--- src/hdl/absolute_humidity_from_temp_rh_core_assert.svh ---
// Assertion macros for the absolute humidity core.
// Depends on nothing; included by the top level only.
`ifndef ABSOLUTE_HUMIDITY_FROM_TEMP_RH_CORE_ASSERT_SVH
`define ABSOLUTE_HUMIDITY_FROM_TEMP_RH_CORE_ASSERT_SVH

// Same-cycle implication, disabled while reset is asserted.
`define AHUM_ASSERT_IMP(lbl, clk, rst_n, ante, cons) \
  lbl: assert property (@(posedge clk) disable iff (!rst_n) (ante) |-> (cons)) \
    else $error("ahum: same-cycle check failed");

// Next-cycle implication, disabled while reset is asserted.
`define AHUM_ASSERT_NXT(lbl, clk, rst_n, ante, cons) \
  lbl: assert property (@(posedge clk) disable iff (!rst_n) (ante) |=> (cons)) \
    else $error("ahum: next-cycle check failed");

`endif

--- src/hdl/ahum_div_pipe.sv ---
// Pipelined restoring divider, one quotient bit per register stage.
// Depends on nothing; used by the top level of the absolute humidity core.
module ahum_div_pipe #(
  parameter int DW = 45,
  parameter int VW = 25,
  parameter int QW = 20,
  parameter int SW = 1
) (
  input  logic          clk_i,
  input  logic          rst_ni,
  input  logic          vld_i,
  input  logic [DW-1:0] dividend_i,
  input  logic [VW-1:0] divisor_i,
  input  logic [SW-1:0] side_i,
  output logic          vld_o,
  output logic [QW-1:0] quot_o,
  output logic [SW-1:0] side_o
);

  // The caller guarantees dividend < divisor * 2^QW and DW - QW <= VW.
  logic          vld_q [QW];
  logic [VW-1:0] rem_q [QW];
  logic [QW-1:0] low_q [QW];
  logic [QW-1:0] quo_q [QW];
  logic [VW-1:0] dvs_q [QW];
  logic [SW-1:0] sd_q  [QW];

  for (genvar k = 0; k < QW; k++) begin : g_stage
    logic          vld_in;
    logic [VW-1:0] rem_in;
    logic [QW-1:0] low_in;
    logic [QW-1:0] quo_in;
    logic [VW-1:0] dvs_in;
    logic [SW-1:0] sd_in;
    logic [VW:0]   trial;
    logic [VW:0]   diff;
    logic          ge;

    // The first stage takes the upper dividend bits as partial remainder.
    if (k == 0) begin : g_first
      assign vld_in = vld_i;
      assign rem_in = VW'(dividend_i >> QW);
      assign low_in = dividend_i[QW-1:0];
      assign quo_in = '0;
      assign dvs_in = divisor_i;
      assign sd_in  = side_i;
    end else begin : g_next
      assign vld_in = vld_q[k-1];
      assign rem_in = rem_q[k-1];
      assign low_in = low_q[k-1];
      assign quo_in = quo_q[k-1];
      assign dvs_in = dvs_q[k-1];
      assign sd_in  = sd_q[k-1];
    end

    // Shift in the next dividend bit and try a subtraction.
    always_comb begin
      trial = {rem_in, low_in[QW-1]};
      diff  = trial - {1'b0, dvs_in};
      ge    = (trial >= {1'b0, dvs_in});
    end

    always_ff @(posedge clk_i or negedge rst_ni) begin
      if (!rst_ni) begin
        vld_q[k] <= 1'b0;
      end else begin
        vld_q[k] <= vld_in;
      end
    end

    always_ff @(posedge clk_i) begin
      if (vld_in) begin
        rem_q[k] <= ge ? diff[VW-1:0] : trial[VW-1:0];
        low_q[k] <= low_in << 1;
        quo_q[k] <= {quo_in[QW-2:0], ge};
        dvs_q[k] <= dvs_in;
        sd_q[k]  <= sd_in;
      end
    end
  end

  assign vld_o  = vld_q[QW-1];
  assign quot_o = quo_q[QW-1];
  assign side_o = sd_q[QW-1];

endmodule

--- config.mk ---
export PLATFORM = sky130hd
export DESIGN_NAME = ahum_div_pipe
export DESIGN_NICKNAME = d
export VERILOG_FILES = /design/src/hdl/absolute_humidity_from_temp_rh_core_assert.svh /design/src/hdl/ahum_div_pipe.sv
export SDC_FILE = /design/constraint.sdc
export NUM_CORES = 2
export LEC_CHECK = 0
export ABC_AREA = 1
export BUFFER_PORTS_ARGS = -buffer_cell sky130_fd_sc_hd__buf_2
export CELL_PAD_IN_SITES_DETAIL_PLACEMENT = 0
export CELL_PAD_IN_SITES_GLOBAL_PLACEMENT = 1
export CORE_ASPECT_RATIO = 1.2
export CORE_MARGIN = 4
export CORE_UTILIZATION = 54
export CTS_BUF_LIST = sky130_fd_sc_hd__clkbuf_8
export DETAILED_ROUTE_END_ITERATION = 16
export PLACE_DENSITY_LB_ADDON = 0.15
export SLEW_MARGIN = 5
export SYNTH_ARGS = -nofsm -noshare
export SYNTH_HDL_FRONTEND = slang
export SYNTH_SLANG_ARGS = --single-unit
--- constraint.sdc ---
create_clock -name clk_i -period 4.77 [get_ports clk_i]
set_clock_uncertainty 0.1 [all_clocks]
set_input_delay 0.954 -clock clk_i [delete_from_list [all_inputs] [get_ports clk_i]]
set_output_delay 0.954 -clock clk_i [all_outputs]
set_load 0.02 [all_outputs]
# Word-level counts from Yosys, hierarchy flattened
# Memories as Yosys holds them, arrays and structs flattened.
# Index checks and enable logic that the tools add are counted.
# word_totals
regBits	20
ram_bits	1800
input_bits	74
out_inout_bits	22
wordCells	125
mem_count	5
# memory_table
memory	depth	width	rd	rd_clocked_by_memory_dff	wr	line_no	text
dvs_q	20	25	19	0	20	ahum_div_pipe.sv:25	logic [VW-1:0] dvs_q [QW];
rem_q	20	25	19	0	20	ahum_div_pipe.sv:22	logic [VW-1:0] rem_q [QW];
quo_q	20	20	20	0	20	ahum_div_pipe.sv:24	logic [QW-1:0] quo_q [QW];
low_q	20	19	19	0	20	ahum_div_pipe.sv:23	logic [QW-1:0] low_q [QW];
sd_q	20	1	20	0	20	ahum_div_pipe.sv:26	logic [SW-1:0] sd_q [QW];
# op_classes
add_sub_neg	20
n_lt_le_gt_ge	20
n_mux	60
# op_table
op	n
$ge 26x25->1	20
$mux 25	20
$sub 25x25->25	20
$mux 1	40

# Logic depth before layout (Yosys ltp)
# An unclocked memory read counts as a cell.
# logic_depth
ltp_word	3
mapped_depth	14
mapped_depth_nobuf	14

# Worst setup path before layout
# No wires, ideal clock.
# synth_timing
path_type	input to register
from	input dividend_i[19]
to	memory rem_q[0][19], data pin
setup_ns	0.253
arrival_time_ns	2.352
t_required_ns	4.417
slack_ns	2.066
cell_stages	11
path_buffers	1
cell_sequence	inv_1 ha_1 inv_1 fa_1 nand3_1 nand3_1 nand3_4 nand3_4 buf_6 nand2_1 nand2_1
# synth_lines
item	line_no	text
start: declaration	ahum_div_pipe.sv:12	input logic [DW-1:0] dividend_i,
end: declaration	ahum_div_pipe.sv:22	

==> flow_summary.toml <==
[setup_path]
crit_path_end_kind = "flip-flop"
critPathLaunchType = "flip-flop"
r2r_slack_ns = 1.51
critPathArrivalTime_ns = 3.83
reg2reg_to = "rem_q[17][8]"
rr_worst_depth = 12
r2r_start = "dvs_q[16][9]"
cp-startpoint = "dvs_q[16][9]"
path_class = "flip-flop to flip-flop"
critPathCapture = "rem_q[17][8]"
crit_fanout = 26
cp.required_ns = 5.34

[yosys]
synth_warnings = 0
synth-compound-area-share = 0.01703
syn_area_sq_um = 88670
synth_top_family_by_area = "simple AND/OR/NAND/NOR gates"
synthMuxAreaShare = 0
synth-xor-area-share = 0.02212
synthAdderAreaFrac = 0.07484
synth-seq-cells = 1390
synth_fp_nets = 11780
ys_seq_area_frac = 0.4696
synthSimpleGateAreaFrac = 0.3078
syn-mean-instance-area_sq_um = 7.927
syn_inst = 11187
synth_cell_types = 36

[timing]
fmax_mhz = 307.1
worst_slack_ns = 1.513
worst_pin_slew_ns = 1.080
slew_headroom = 0.2800
min_period_ns = 3.257
slew_violations = 0
setup_tns_ns = 0
period_share = 0.6827
hold_viol = 0
setup_viol = 0
rsz0062_at_grt = "false"

[drt]
wl_met2_um = 132200
viasPerCell = 5.246
drc = 0
met3_length_um = 13150
highest_layer = "met5"
drt-wirelength-per-cell_um = 19.51
drt-met1-wl_um = 108400
postRouteAntennaNets = 0
vias = 72080
first_pass_iters = 8
wl_um = 268100
drt-initial-drc-count = 6143

[final_layout]
layout-drive-gt1-share = 0.05781
utilization = 0.5905
synthToLayoutAreaGrowth_pct = 8.391
final_nets = 12019

[clocking]
cts_resized = 0
cts.sinks = 1390
clk_latency_ns = 0.99
tritoncts = "built"
root_buffer = "clkbuf_8"
cts.path.max_buffers = 3
cts_made_buffers = 215
h-tree-depth = 4
clk_pin_slew_ns = 0.06
cts_setup_buffers = 0
hold_buffers = 31

[die]
io_pins = 96
die_area_sq_um = 170800
rows = 162
dieWidth_um = 377.9
fp.dieH_um = 451.9
coreArea_sq_um = 162800
start_util = 0.5448

[placed_design]
place_congestion = 0.9515
dp_slack_ns = 1.114
io_buffers = 95
dpl.hpwl_um = 211500

[outcome]
status = "finished clean"

[power_and_ir_drop]
p_total_mw = 56.67
worst_ir_drop_vdd_uv = 376.3
p_per_area_nw_per_um2 = 589.6
p_leak_nw = 49.36

[global_routing]
grt_max_degree = 73
antenna_found_initial = 4
grt_usage = 0.3114
grt_pass1_wl_um = 407200
grt_pass1_vias = 69607
overflow = 0

[run]
cap_viol_max_count = 0

[worst_hold_path]
hold_path_class = "input pin to flip-flop"
holdPathStages = 1
[flip-flops by register name (all words and copies together) (netlist names)]
| signal | cells |
|---|---|
| g_stage.vld_in | 19 |
| rem_q | 475 |
| sd_q | 20 |
| low_q | 190 |
| vld_o | 1 |
| dvs_q | 475 |
| quo_q | 210 |
[layer usage]
metal / vias to the layer above / global-route usage
met5: - / 0
met4: 2 / 0.1506
met3: 602 / 0.03422
met2: 2348 / 0.5439
met1: 33151 / 0.3856
li1: 35977 / -
[cells in the final DEF (no fill, tap or decap), types with 20 or more instances in the layout]
master            n
nand3_1         415
ha_1            500
nor2_1          594
a21oi_1         203
clkinv_2         31
buf_4            49
buf_2            94
or2_2            20
edfxtp_1       1370
nand3_4          35
and2_1           38
nor2_2           33
inv_2            27
nor3_1           36
nand4_1         628
nand2_1        4432
inv_1          2319
clkbuf_8        220
dlygate4sd3_1    31
clkinv_1         49
xor2_1          224
bufinv_16        24
nand2_2          28
nand3b_1         30
[stage by stage]
step	cell area, sq um	cells	hold WS (ns)
after global placement	91250	13310	0.3004
final	96110	13741	0.1123
after floorplan	88670	11187	0.3003
after global routing	96110	13739	0.04006
after detailed placement	91250	13310	0.3045
after CTS	96110	13738	0.0006501
[worst max-delay path: stages, from the launching register on]
cell and delay (ns):
edfxtp_1 0.43, inv_1 0.06, ha_1 0.34, nand2_1 0.15
inv_1 0.05, nand2_1 0.06, nand2_1 0.08, inv_1 0.06
nand3_1 0.22, nand3_4 0.36, nand3_2 0.65, nand2_1 0.24
nand2_1 0.12
[cells in the mapped netlist (all sizes together)]
cell type,count,area (sq um)
nand2,4460,16810
inv,2304,8648
edfxtp,1370,41140
nand4,629,3950
nor2,627,2436
ha,500,6256
nand3,468,2870
xor2,224,1962
a21oi,222,1325
buf,138,932.1
nor3,56,480.5
and2,38,237.7
or2,36,225.2
nand3b,30,225.2
dfrtp,20,500.5
fa,19,380.4
o21a,19,142.6
clkbuf,14,52.55
nor4,4,31.28
o21ai,4,20.02
nor3b,2,25.02
o211ai,2,15.01
a21o,1,7.510
[cell families (layout without fill, tap and decap cells)]
| group | Yosys count | in the layout |
|---|---|---|
| other | 0 | 3 |
| AND/OR/NAND/NOR | 6350 | 6350 |
| buffers and inverters | 2456 | 2875 |
| adder cells (fa/ha/maj) | 519 | 519 |
| flip-flops | 1390 | 1390 |
| AO/OA/AOI/OAI | 248 | 248 |
| XOR/XNOR | 224 | 224 |
[worst min path at each step]
| stage | startpoint | to | slack [ns] |
|---|---|---|---|
| after floorplan | low_q[9][9] | low_q[10][10] | 0.30 |
| after CTS | divisor_i[20] | dvs_q[0][20] | 0.0007 |
| after detailed placement | low_q[9][15] | low_q[10][16] | 0.30 |
| final | divisor_i[9] | dvs_q[0][9] | 0.11 |
| after global routing | divisor_i[9] | dvs_q[0][9] | 0.04 |
| after global placement | low_q[0][10] | low_q[1][11] | 0.30 |
[final cells by class]
cell class                      count  area, sq um
Timing Repair Buffer              174         1149
Tap cell                         2132         2668
Clock inverter                    177         1521
Multi-Input combinational cell   7341        37400
Sequential cell                  1390        41690
Inverter                         2304         8648
Fill cell                       14928        66650
Clock buffer                      220         3028
Antenna cell                        3        7.507
[power breakdown]
part           switching [mW]  total [mW]  internal (mW)
Sequential               2.29        19.4           17.1
Combinational            18.1        26.6           8.58
Clock                    4.97        10.6           5.66
Total                    25.3        56.7           31.4
(Power assumes the default switching activity.)
